[src/ttkr_pkg.sv]
// Package for the text-to-keyboard report block.
// Holds the queue entry type, the report phase enum and the character mapping functions.
// No dependencies.
`timescale 1ns / 1ps
`default_nettype none

package ttkr_pkg;

  localparam logic [7:0] MOD_NONE   = 8'h00;
  localparam logic [7:0] MOD_LSHIFT = 8'h02;
  localparam logic [7:0] MOD_RALT   = 8'h40;

  // Multi-byte words that map to accented keys.
  localparam logic [31:0] WORD_EURO   = 32'h00E2_82AC;
  localparam logic [31:0] WORD_POUND  = 32'h0000_C2A3;
  localparam logic [31:0] WORD_DEGREE = 32'h0000_C2B0;
  localparam logic [31:0] WORD_C_CED  = 32'h0000_C3A7;
  localparam logic [31:0] WORD_A_GRV  = 32'h0000_C3A0;
  localparam logic [31:0] WORD_E_GRV  = 32'h0000_C3A8;
  localparam logic [31:0] WORD_E_ACU  = 32'h0000_C3A9;
  localparam logic [31:0] WORD_I_GRV  = 32'h0000_C3AC;
  localparam logic [31:0] WORD_O_GRV  = 32'h0000_C3B2;
  localparam logic [31:0] WORD_U_GRV  = 32'h0000_C3B9;

  typedef struct packed {
    logic [7:0] modifier_bits;
    logic [7:0] key_usage;
  } key_entry_t;

  typedef enum logic {
    PH_PRESS,
    PH_RELEASE
  } report_phase_t;

  function automatic key_entry_t make_entry(input logic [7:0] m, input logic [7:0] k);
    key_entry_t e;
    e.modifier_bits = m;
    e.key_usage     = k;
    return e;
  endfunction

  function automatic key_entry_t map_ascii(input logic [7:0] c);
    key_entry_t e;
    e = make_entry(MOD_NONE, 8'h00);
    if (c >= 8'h61 && c <= 8'h7A) begin
      e = make_entry(MOD_NONE, 8'(c - 8'h61) + 8'd4);
    end else if (c >= 8'h41 && c <= 8'h5A) begin
      e = make_entry(MOD_LSHIFT, 8'(c - 8'h41) + 8'd4);
    end else if (c == 8'h30) begin
      e = make_entry(MOD_NONE, 8'd39);
    end else if (c >= 8'h31 && c <= 8'h39) begin
      e = make_entry(MOD_NONE, 8'(c - 8'h31) + 8'd30);
    end else begin
      unique case (c)
        8'h2F: e = make_entry(MOD_LSHIFT, 8'h24);
        8'h08: e = make_entry(MOD_NONE,   8'h2A);
        8'h2D: e = make_entry(MOD_NONE,   8'h38);
        8'h09: e = make_entry(MOD_NONE,   8'h2B);
        8'h20: e = make_entry(MOD_NONE,   8'h2C);
        8'h2E: e = make_entry(MOD_NONE,   8'h37);
        8'h2C: e = make_entry(MOD_NONE,   8'h36);
        8'h3A: e = make_entry(MOD_LSHIFT, 8'h37);
        8'h3B: e = make_entry(MOD_LSHIFT, 8'h36);
        8'h27: e = make_entry(MOD_NONE,   8'h2D);
        8'h22: e = make_entry(MOD_LSHIFT, 8'h1F);
        8'h0A: e = make_entry(MOD_NONE,   8'h28);
        8'h5C: e = make_entry(MOD_NONE,   8'h35);
        8'h7C: e = make_entry(MOD_LSHIFT, 8'h35);
        8'h3D: e = make_entry(MOD_LSHIFT, 8'h27);
        8'h3F: e = make_entry(MOD_LSHIFT, 8'h2D);
        8'h3C: e = make_entry(MOD_NONE,   8'h64);
        8'h3E: e = make_entry(MOD_LSHIFT, 8'h64);
        8'h40: e = make_entry(MOD_RALT,   8'h33);
        8'h21: e = make_entry(MOD_LSHIFT, 8'h1E);
        8'h23: e = make_entry(MOD_RALT,   8'h34);
        8'h24: e = make_entry(MOD_LSHIFT, 8'h21);
        8'h25: e = make_entry(MOD_LSHIFT, 8'h22);
        8'h5E: e = make_entry(MOD_LSHIFT, 8'h2E);
        8'h26: e = make_entry(MOD_LSHIFT, 8'h23);
        8'h2A: e = make_entry(MOD_LSHIFT, 8'h30);
        8'h28: e = make_entry(MOD_LSHIFT, 8'h25);
        8'h29: e = make_entry(MOD_LSHIFT, 8'h26);
        8'h5F: e = make_entry(MOD_LSHIFT, 8'h38);
        8'h2B: e = make_entry(MOD_NONE,   8'h30);
        8'h5B: e = make_entry(MOD_RALT,   8'h2F);
        8'h5D: e = make_entry(MOD_RALT,   8'h30);
        8'h7B: e = make_entry(MOD_RALT,   8'h24);
        8'h7D: e = make_entry(MOD_RALT,   8'h27);
        default: e = make_entry(MOD_NONE, 8'h00);
      endcase
    end
    return e;
  endfunction

  function automatic key_entry_t map_word(input logic [31:0] w);
    key_entry_t e;
    unique case (w)
      WORD_EURO:   e = make_entry(MOD_RALT,   8'h08);
      WORD_POUND:  e = make_entry(MOD_LSHIFT, 8'h20);
      WORD_DEGREE: e = make_entry(MOD_LSHIFT, 8'h34);
      WORD_C_CED:  e = make_entry(MOD_LSHIFT, 8'h33);
      WORD_A_GRV:  e = make_entry(MOD_NONE,   8'h34);
      WORD_E_GRV:  e = make_entry(MOD_NONE,   8'h2F);
      WORD_E_ACU:  e = make_entry(MOD_LSHIFT, 8'h2F);
      WORD_I_GRV:  e = make_entry(MOD_NONE,   8'h2E);
      WORD_O_GRV:  e = make_entry(MOD_NONE,   8'h33);
      WORD_U_GRV:  e = make_entry(MOD_NONE,   8'h31);
      default:     e = make_entry(MOD_NONE,   8'h00);
    endcase
    return e;
  endfunction

  // Number of bytes still to come after a lead byte with the top bit set.
  function automatic logic [1:0] follow_count(input logic [7:0] b);
    logic [1:0] n;
    priority if ((b & 8'hE0) == 8'hC0) n = 2'd1;
    else if ((b & 8'hF0) == 8'hE0)     n = 2'd2;
    else if ((b & 8'hF8) == 8'hF0)     n = 2'd3;
    else                               n = 2'd0;
    return n;
  endfunction

endpackage

`default_nettype wire

[src/text_to_keyboard_report_top.sv]
// Text to keyboard report converter, top level.
// Uses text bytes (ASCII or multi-byte sequences) and emits press/release report words.
// A byte enters on the in_ channel (in_valid, in_stall, in_text_byte). A byte that
// finishes a character yields two words on the out_ channel: a press word with the
// modifier and usage, then a release word with zeros and out_last_of_run set. Bytes
// that only extend an open sequence yield nothing. cfg_wr_en writes cfg_wr_data to
// the connection identifier, copied into out_link_id of every word; write it only
// while the block is idle.
// Path: the entry of a finishing byte passes through the queue and then the output
// register, where it becomes the press word; the release word follows it in the output
// register once the receiver has taken the press word.
// Throughput: the output register sends one word a cycle when the receiver does not
// stall, and a finishing byte needs two words; a continuation byte needs none. A queue
// of QUEUE_DEPTH entries lets the front take bytes while the back is still sending.
// When the receiver stalls the output word holds, the queue fills and in_stall rises.
// Reset (rst_n low, synchronous) closes any open sequence, empties the queue,
// drops out_valid and clears the connection identifier.
// Depends on ttkr_pkg, ttkr_fifo, ttkr_front and ttkr_back.
`timescale 1ns / 1ps
`default_nettype none

module text_to_keyboard_report_top #(
  parameter int QUEUE_DEPTH = 2
) (
  input  wire         clk,
  input  wire         rst_n,
  input  wire         cfg_wr_en,
  input  wire  [15:0] cfg_wr_data,
  input  wire         in_valid,
  output logic        in_stall,
  input  wire  [7:0]  in_text_byte,
  output logic        out_valid,
  input  wire         out_stall,
  output logic [7:0]  out_modifier_bits,
  output logic [7:0]  out_key_usage,
  output logic        out_key_count,
  output logic [15:0] out_link_id,
  output logic        out_last_of_run
);
  import ttkr_pkg::*;

  logic [15:0] conn_id_r;
  logic        push, q_full, q_pop, q_empty;
  key_entry_t  push_entry, q_head;

  always_ff @(posedge clk) begin
    if (!rst_n) begin
      conn_id_r <= '0;
    end else if (cfg_wr_en) begin
      conn_id_r <= cfg_wr_data;
    end
  end

  ttkr_front u_front (
    .clk          (clk),
    .rst_n        (rst_n),
    .in_valid     (in_valid),
    .in_stall     (in_stall),
    .in_text_byte (in_text_byte),
    .push         (push),
    .push_entry   (push_entry),
    .q_full       (q_full)
  );

  ttkr_fifo #(
    .DEPTH (QUEUE_DEPTH)
  ) u_fifo (
    .clk        (clk),
    .rst_n      (rst_n),
    .push       (push),
    .push_entry (push_entry),
    .full       (q_full),
    .pop        (q_pop),
    .head_entry (q_head),
    .empty      (q_empty)
  );

  ttkr_back u_back (
    .clk               (clk),
    .rst_n             (rst_n),
    .q_empty           (q_empty),
    .q_head            (q_head),
    .q_pop             (q_pop),
    .conn_id           (conn_id_r),
    .out_valid         (out_valid),
    .out_stall         (out_stall),
    .out_modifier_bits (out_modifier_bits),
    .out_key_usage     (out_key_usage),
    .out_key_count     (out_key_count),
    .out_link_id       (out_link_id),
    .out_last_of_run   (out_last_of_run)
  );

endmodule

`default_nettype wire

[src/ttkr_fifo.sv]
// Small register queue of key entries between the front and back parts.
// Depends on ttkr_pkg for key_entry_t.
`timescale 1ns / 1ps
`default_nettype none

module ttkr_fifo #(
  parameter int DEPTH = 2
) (
  input  wire                    clk,
  input  wire                    rst_n,
  input  wire                    push,
  input  ttkr_pkg::key_entry_t   push_entry,
  output logic                   full,
  input  wire                    pop,
  output ttkr_pkg::key_entry_t   head_entry,
  output logic                   empty
);
  import ttkr_pkg::*;

  localparam int PTR_W = (DEPTH > 1) ? $clog2(DEPTH) : 1;
  localparam int CNT_W = $clog2(DEPTH + 1);

  key_entry_t       mem_r [DEPTH];
  logic [PTR_W-1:0] wr_ptr_r, wr_ptr_nxt;
  logic [PTR_W-1:0] rd_ptr_r, rd_ptr_nxt;
  logic [CNT_W-1:0] count_r, count_nxt;
  logic             do_push, do_pop;

  assign full       = (count_r == CNT_W'(DEPTH));
  assign empty      = (count_r == '0);
  assign head_entry = mem_r[rd_ptr_r];
  assign do_push    = push && !full;
  assign do_pop     = pop && !empty;

  always_comb begin
    wr_ptr_nxt = wr_ptr_r;
    rd_ptr_nxt = rd_ptr_r;
    count_nxt  = count_r;
    if (do_push) begin
      wr_ptr_nxt = (wr_ptr_r == PTR_W'(DEPTH - 1)) ? '0 : PTR_W'(wr_ptr_r + 1'b1);
    end
    if (do_pop) begin
      rd_ptr_nxt = (rd_ptr_r == PTR_W'(DEPTH - 1)) ? '0 : PTR_W'(rd_ptr_r + 1'b1);
    end
    if (do_push && !do_pop) begin
      count_nxt = CNT_W'(count_r + 1'b1);
    end else if (do_pop && !do_push) begin
      count_nxt = CNT_W'(count_r - 1'b1);
    end
  end

  always_ff @(posedge clk) begin
    if (!rst_n) begin
      wr_ptr_r <= '0;
      rd_ptr_r <= '0;
      count_r  <= '0;
    end else begin
      wr_ptr_r <= wr_ptr_nxt;
      rd_ptr_r <= rd_ptr_nxt;
      count_r  <= count_nxt;
    end
  end

  always_ff @(posedge clk) begin
    if (do_push) begin
      mem_r[wr_ptr_r] <= push_entry;
    end
  end

endmodule

`default_nettype wire

[src/ttkr_front.sv]
// Front part: accepts text bytes, joins multi-byte sequences and maps each
// finished character to a key entry. Depends on ttkr_pkg.
`timescale 1ns / 1ps
`default_nettype none

module ttkr_front (
  input  wire                    clk,
  input  wire                    rst_n,
  input  wire                    in_valid,
  output logic                   in_stall,
  input  wire  [7:0]             in_text_byte,
  output logic                   push,
  output ttkr_pkg::key_entry_t   push_entry,
  input  wire                    q_full
);
  import ttkr_pkg::*;

  logic [1:0]  remain_r, remain_nxt;
  logic [31:0] word_r, word_nxt;
  logic        accept;

  assign in_stall = q_full;
  assign accept   = in_valid && !q_full;

  always_comb begin
    remain_nxt = remain_r;
    word_nxt   = word_r;
    push       = 1'b0;
    push_entry = make_entry(MOD_NONE, 8'h00);
    if (accept) begin
      if (remain_r != 2'd0) begin
        // Inside a sequence every byte is joined, whatever its value.
        word_nxt   = {word_r[23:0], in_text_byte};
        remain_nxt = 2'(remain_r - 1'b1);
        push       = (remain_nxt == 2'd0);
        push_entry = map_word(word_nxt);
      end else if (!in_text_byte[7]) begin
        push       = 1'b1;
        push_entry = map_ascii(in_text_byte);
      end else begin
        word_nxt   = {24'h0, in_text_byte};
        remain_nxt = follow_count(in_text_byte);
        push       = (remain_nxt == 2'd0);
        push_entry = map_word(word_nxt);
      end
    end
  end

  always_ff @(posedge clk) begin
    if (!rst_n) begin
      remain_r <= 2'd0;
      word_r   <= '0;
    end else begin
      remain_r <= remain_nxt;
      word_r   <= word_nxt;
    end
  end

endmodule

`default_nettype wire

[src/ttkr_back.sv]
// Back part: takes key entries from the queue and sends a press word
// followed by a release word through an output register. Depends on ttkr_pkg.
`timescale 1ns / 1ps
`default_nettype none

module ttkr_back (
  input  wire                    clk,
  input  wire                    rst_n,
  input  wire                    q_empty,
  input  ttkr_pkg::key_entry_t   q_head,
  output logic                   q_pop,
  input  wire  [15:0]            conn_id,
  output logic                   out_valid,
  input  wire                    out_stall,
  output logic [7:0]             out_modifier_bits,
  output logic [7:0]             out_key_usage,
  output logic                   out_key_count,
  output logic [15:0]            out_link_id,
  output logic                   out_last_of_run
);
  import ttkr_pkg::*;

  report_phase_t phase_r, phase_nxt;
  logic          valid_r, valid_nxt;
  logic [7:0]    mod_r, key_r;
  logic          count_r, last_r;
  logic [15:0]   link_r;
  logic          load, send_rel;

  // The output register can take a new word when empty or being taken.
  assign load = !valid_r || !out_stall;

  always_comb begin
    phase_nxt = phase_r;
    unique case (phase_r)
      PH_PRESS:   if (load && !q_empty) phase_nxt = PH_RELEASE;
      PH_RELEASE: if (load) phase_nxt = PH_PRESS;
      default:    phase_nxt = PH_PRESS;
    endcase
  end

  always_comb begin
    q_pop    = 1'b0;
    send_rel = 1'b0;
    unique case (phase_r)
      PH_PRESS:   q_pop    = load && !q_empty;
      PH_RELEASE: send_rel = load;
      default: begin
        q_pop    = 1'b0;
        send_rel = 1'b0;
      end
    endcase
    valid_nxt = load ? (q_pop || send_rel) : valid_r;
  end

  always_ff @(posedge clk) begin
    if (!rst_n) begin
      phase_r <= PH_PRESS;
      valid_r <= 1'b0;
    end else begin
      phase_r <= phase_nxt;
      valid_r <= valid_nxt;
    end
  end

  always_ff @(posedge clk) begin
    if (q_pop) begin
      mod_r   <= q_head.modifier_bits;
      key_r   <= q_head.key_usage;
      count_r <= 1'b1;
      last_r  <= 1'b0;
      link_r  <= conn_id;
    end else if (send_rel) begin
      mod_r   <= MOD_NONE;
      key_r   <= 8'h00;
      count_r <= 1'b0;
      last_r  <= 1'b1;
      link_r  <= conn_id;
    end
  end

  assign out_valid         = valid_r;
  assign out_modifier_bits = mod_r;
  assign out_key_usage     = key_r;
  assign out_key_count     = count_r;
  assign out_link_id       = link_r;
  assign out_last_of_run   = last_r;

endmodule

`default_nettype wire
[config.mk]
export PLATFORM = sky130hd
export DESIGN_NAME = text_to_keyboard_report_top
export DESIGN_NICKNAME = d
export VERILOG_FILES = /design/src/ttkr_pkg.sv /design/src/text_to_keyboard_report_top.sv /design/src/ttkr_fifo.sv /design/src/ttkr_front.sv /design/src/ttkr_back.sv
export SDC_FILE = /design/constraint.sdc
export NUM_CORES = 1
export LEC_CHECK = 0
export BUFFER_PORTS_ARGS = -buffer_cell sky130_fd_sc_hd__buf_4
export CAP_MARGIN = 30
export CORE_MARGIN = 5
export CORE_UTILIZATION = 58
export CTS_CLUSTER_SIZE = 28
export DETAILED_ROUTE_END_ITERATION = 8
export PLACE_DENSITY = 0.84
export SLEW_MARGIN = 20
export SYNTH_ARGS = -nofsm -noshare
export SYNTH_HDL_FRONTEND = slang
export SYNTH_SLANG_ARGS = --single-unit
[constraint.sdc]
create_clock -name clk -period 3.04 [get_ports clk]
set_input_delay 0.608 -clock clk [delete_from_list [all_inputs] [get_ports clk]]
set_output_delay 0.608 -clock clk [all_outputs]
set_load 0.01 [all_outputs]
**Word-level counts from Yosys, hierarchy flattened**

Memories as Yosys holds them, arrays and structs flattened. A register that Yosys moved wholly into a read port is not among the register bits.
Index checks and enable logic that the tools add are counted.

- Register bits: 82
- Latch bits: 0
- RAM bits: 32
- Memory bits (read-only): 1152
- Input port bits: 29
- Output and inout port bits: 36
- Word-level logic and storage cells: 112
- Memories kept: 2

- $add $sub $neg: 11
- Multiply operators: 0
- Div/mod/pow operators: 0
- Order comparisons: 6
- Equality and inequality tests: 15
- Shift operators: 0
- Mux-type cells: 39
- Bitwise operators: 1
- Reduce and logical (&&, ||, !) cells: 25

Memories:

| name | depth | width | read ports | clocked after memory_dff | write ports | line | RTL |
|---|---|---|---|---|---|---|---|
| (no name shown) | 128 | 9 | 1 | 0 | 0 | ttkr_pkg.sv:54 | `unique case (c)` |
| u_fifo.mem_r | 2 | 16 | 1 | 1 | 1 | ttkr_fifo.sv:23 | `key_entry_t mem_r [DEPTH];` |

Operators by type and width:

| kind | count |
|---|---|
| 32-bit by 16-bit == test with 1-bit output (second input constant) | 9 |
| 15-bit case mux with 10 select lines | 1 |
| 16-bit 2-to-1 mux | 9 |
| 24-bit 2-to-1 mux | 2 |
| 32-bit by 24-bit == test with 1-bit output (second input constant) | 1 |
| 8-bit 2-to-1 mux | 3 |
| 2-bit 2-to-1 mux | 10 |
| 8-bit by 3-bit adder with 8-bit output (second input constant) | 2 |
| 8-bit by 7-bit >= comparator with 1-bit output (second input constant) | 2 |
| 8-bit by 7-bit <= comparator with 1-bit output (second input constant) | 2 |
| 8-bit by 7-bit subtractor with 8-bit output (second input constant) | 2 |
| 1-bit 2-to-1 mux | 13 |
| 1-bit logical AND | 9 |
| 8-bit by 5-bit adder with 8-bit output (second input constant) | 1 |
| 8-bit by 6-bit == test with 1-bit output (second input constant) | 1 |
| 8-bit by 6-bit >= comparator with 1-bit output (second input constant) | 1 |
| 8-bit by 6-bit <= comparator with 1-bit output (second input constant) | 1 |
| 2-bit nonzero test | 4 |
| 8-bit by 6-bit subtractor with 8-bit output (second input constant) | 1 |
| 1-bit zero test | 6 |
| 2-bit zero test | 3 |
| 5-bit == test (second input constant) | 1 |
| 4-bit == test (second input constant) | 1 |
| 2-bit by 1-bit subtractor with 2-bit output (second input constant) | 2 |
| other kinds (8) | 10 |

**Logic depth before layout (Yosys ltp)**

- Depth after elaboration: 16
- Mapped depth: 10
- Depth with buffers taken out: 9

**Modules after synthesis**

Synthesis repeated with hierarchy kept, for this count alone.

- Cells, all modules: 548
- Area total of the unflattened synthesis: 5840.6 sq um

By module, submodules not included:

| module | times used | cells each | area each (sq um) | seq. area each (sq um) |
|---|---|---|---|---|
| ttkr_front | 1 | 358 | 2581.2 | 520.5 |
| ttkr_fifo | 1 | 75 | 1387.6 | 1061.0 |
| ttkr_back | 1 | 64 | 1256.2 | 1041.0 |
| text_to_keyboard_report_top | 1 | 51 | 615.6 | 320.3 |

**Worst setup path before layout**

Ideal clock, no wire load.

- Kind: in2reg
- Start point: input port in_text_byte[1]
- End point: memory u_fifo.mem_r[0][0] (netlist name) (data pin)
- Library setup time: 0.266 ns
- Arrival: 2.400 ns
- Data required time: 2.774 ns
- Slack: 0.375 ns
- Stages on the path: 10
- Path buffers: 2
- Path through: buf_2 inv_1 ha_1 or3b_1 buf_2 nor3_4 o31a_2 nand2b_4 nor4_2 o21ai_1

RTL lines:

| element | line | RTL |
|---|---|---|
| from (decl) | text_to_keyboard_report_top.sv:31 | `input wire [7:0] in_text_byte,` |
| to (decl) | ttkr_fifo.sv:23 |  |

==> flow_summary.toml <==
[clock_tree]
cts_setup_buffers = 0
cts_tree = "yes"
root_buffer = "clkbuf_8"
htree_levels = 3
clk_pin_slew_worst_paths_ns = 0.10
cts_buffer_depth = 2
post_cts_resized = 0
cts_buffers = 9
holdBufCountCts = 0
cts.sink_count = 97
clkLatencyLatePin_ns = 0.36

[timing]
rsz0062_at_grt = "no"
slew-limit-headroom = 0.447
worst_clock_skew_ns = 0.0148
hold_viol_final = 0
fmax_mhz = 387
slew_violations = 0
period_minus_slack_ns = 2.58
setup_tns_ns = 0
finalSetupViolCount = 0
setup_slack_ns = 0.455
worstMarginPinSlew_ns = 0.820
period_share = 0.850

[placement]
gp_congestion = 0.969
port-buffer-count = 58
dpl.hpwl_um = 8890
place_area_um2 = 5590
pre_cts_ws_ns = 0.155

[final_layout]
area_growth_pct = 14.0
final_area_um2 = 5800
layout.nets = 612
diodes = 0
drive_above_1_share = 0.183
fin_util = 0.672

[setup_path]
crit_start = "in_text_byte[1]"
required_ns = 3.15
cp_max_fo = 15
timing.rr.end = "u_fifo.mem_r[1][5]$_DFFE_PP_"
crit_path_start_kind = "input port"
arrival_ns = 2.70
end_kind = "flip-flop"
endpoint = "u_fifo.mem_r[0][6]$_DFFE_PP_"
r2r_setup_slack_ns = 0.67
reg2reg_depth = 6
path_class = "input port to flip-flop"
reg2reg_from = "u_front.word_r[21]$_SDFFE_PN0P_"

[power_and_ir_drop]
comb_power_share = 0.297
p_sw_mw = 1.28
clkPwrFrac = 0.229
internal_power_mw = 2.65
ir_worst_vdd_mv = 0.415
p_seq_frac = 0.473
power_density_nw_per_um2 = 676
switching_share = 0.326
p_leak_nw = 2.21

[floorplanning]
rows = 34
dieArea_um2 = 10700
fp.dieH_um = 104
num_io_pins = 65
core_um2 = 8640
initial_utilization = 0.589
die_width_um = 104

[logic_synthesis]
ys.flop_type = "dfxtp_1"
synth_warnings = 0
yosysTopAreaCellShare = 0.271
syn-cell-area_um2 = 5090
seq_area_frac_synth = 0.472
async_reset_ff_frac = 0
synth_edf_count = 46
ys_ff_latch = 97
syn_area_per_cell_um2 = 9.83
syn_inst = 518
yosysTopAreaCell = "edfxtp_1"
ys_types = 68
synthTopCellsByArea = "edfxtp_1 (27%), dfxtp_1 (20%), mux2i_1 (5.9%), nor2b_1 (5.9%), ha_1 (3.4%)"

[global_route]
overflow = 0
grt_start_max_net_pins = 50
grt_usage = 0.224
grt_pass1_wl_um = 19900
antenna_found_initial = 0
grt_pass1_vias = 3945

[routing]
wl_met2_um = 6000
ant_nets = 0
top_layer = "met4"
via_per_inst = 5.93
dr_wl_met3_um = 801
routed_wl_um = 12400
num_vias = 4047
m1WireLength_um = 5200
detail_route.first_pass.iterations = 5
drc_errors = 0
dr.first_iter.drc_count = 373
wl_per_cell_um = 18.1

[flow_run]
maxCapViolations = 0

[min_path]
hold_class = "flip-flop to flip-flop"

[outcome]
status = "completed"
-- worst max-delay path, stage by stage --
cell	delay, ns
buf_4	0.16
inv_1	0.20
ha_1	0.20
or3b_1	0.54
nor3_4	0.23
o31a_2	0.21
nand2_1	0.09
nor4_1	0.45
-- worst min path at each step --
stage / startpoint / endpoint / slack, ns / cells after the start
3_5_place_dp: conn_id_r[12]$_SDFFE_PN0P_ / u_back.out_link_id[12]$_DFFE_PP_ / 0.41 / 0
3_3_place_gp: conn_id_r[10]$_SDFFE_PN0P_ / u_back.out_link_id[10]$_DFFE_PP_ / 0.41 / 0
4_1_cts: conn_id_r[10]$_SDFFE_PN0P_ / u_back.out_link_id[10]$_DFFE_PP_ / 0.44 / 0
5_1_grt: conn_id_r[8]$_SDFFE_PN0P_ / u_back.out_link_id[8]$_DFFE_PP_ / 0.45 / 0
6_report: conn_id_r[10]$_SDFFE_PN0P_ / u_back.out_link_id[10]$_DFFE_PP_ / 0.44 / 0
2_1_floorplan: conn_id_r[0]$_SDFFE_PN0P_ / u_back.out_link_id[0]$_DFFE_PP_ / 0.41 / 0
-- metrics by stage --
stage               power, mW  std cells  hold WS [ns]
floorplan                2.54        525         0.408
global placement         3.02        666         0.408
detailed placement       3.07        666         0.414
CTS                      3.95        682         0.440
global route             4.14        682         0.447
finish                   3.92        682         0.439
-- sequential cells by signal, indices dropped and copies added (netlist names), 2 cells and up, named ones only --
signal / flops
u_back.out_link_id: 16
conn_id_r: 16
u_front.word_r: 24
u_back.out_modifier_bits: 2
u_back.out_key_usage: 8
u_fifo.count_r: 2
u_front.remain_r: 2
u_fifo.mem_r: 20
-- logic make-up after synthesis --
group	Yosys count	synth area share
XOR/XNOR	6	0.0103
buffers and inverters	53	0.0509
AND/OR/NAND/NOR	189	0.205
flip-flops	97	0.472
adder cells (fa/ha/maj)	14	0.0344
multiplexers	33	0.0656
AO/OA/AOI/OAI	125	0.161
other	1	0.000737
-- power by group through the flow --
stage / clock [mW] / sequential, mW / combinational, mW
2_1_floorplan: 0 / 1.95 / 0.588
4_1_cts: 0.910 / 1.86 / 1.18
5_1_grt: 0.971 / 1.89 / 1.28
6_report: 0.900 / 1.86 / 1.17
3_3_place_gp: 0 / 1.88 / 1.14
3_5_place_dp: 0 / 1.89 / 1.17
-- per-layer routing --
metal,vias up,track usage
met1,1897,0.283
li1,1963,-
met3,31,0.0510
met5,-,0
met4,0,0.0833
met2,156,0.373
-- synthesized netlist by cell type, types with 6 or more instances --
cell type,n
nor4_1,6
nor3_1,8
clkbuf_1,17
dfxtp_1,51
mux2i_1,30
a21oi_1,30
a31oi_1,8
o21ai_0,22
edfxtp_1,46
buf_4,8
inv_1,11
nand2b_1,10
nand3_1,12
nand2_1,28
buf_2,12
nor2_1,44
a22oi_1,19
nor2b_1,48
o21ai_1,6
ha_1,14
-- cell usage in the layout, fill, tap and decap left out, drive strengths merged, types with 8 or more instances in the layout --
master  Yosys  routed
buf        22      72
dfxtp      51      51
nor2b      48      48
edfxtp     46      46
nor2       44      44
a21oi      31      31
mux2i      30      30
nand2      28      28
o21ai      28      28
a22oi      19      19
inv        14      17
ha         14      14
nand3      12      12
nand2b     11      11
nor3       11      11
clkbuf     17       9
a31oi       8       8
conb        1       8
nor4        8       8
-- final cells by class --
cell class / instances / area [µm²]
Timing Repair Buffer: 72 / 541
Clock inverter: 7 / 95.1
Inverter: 14 / 52.6
Fill cell: 683 / 2830
Multi-Input combinational cell: 375 / 2450
Tap cell: 108 / 135
Sequential cell: 97 / 2400
Clock buffer: 9 / 124
Note: power is estimated with default switching activity, not from simulation.
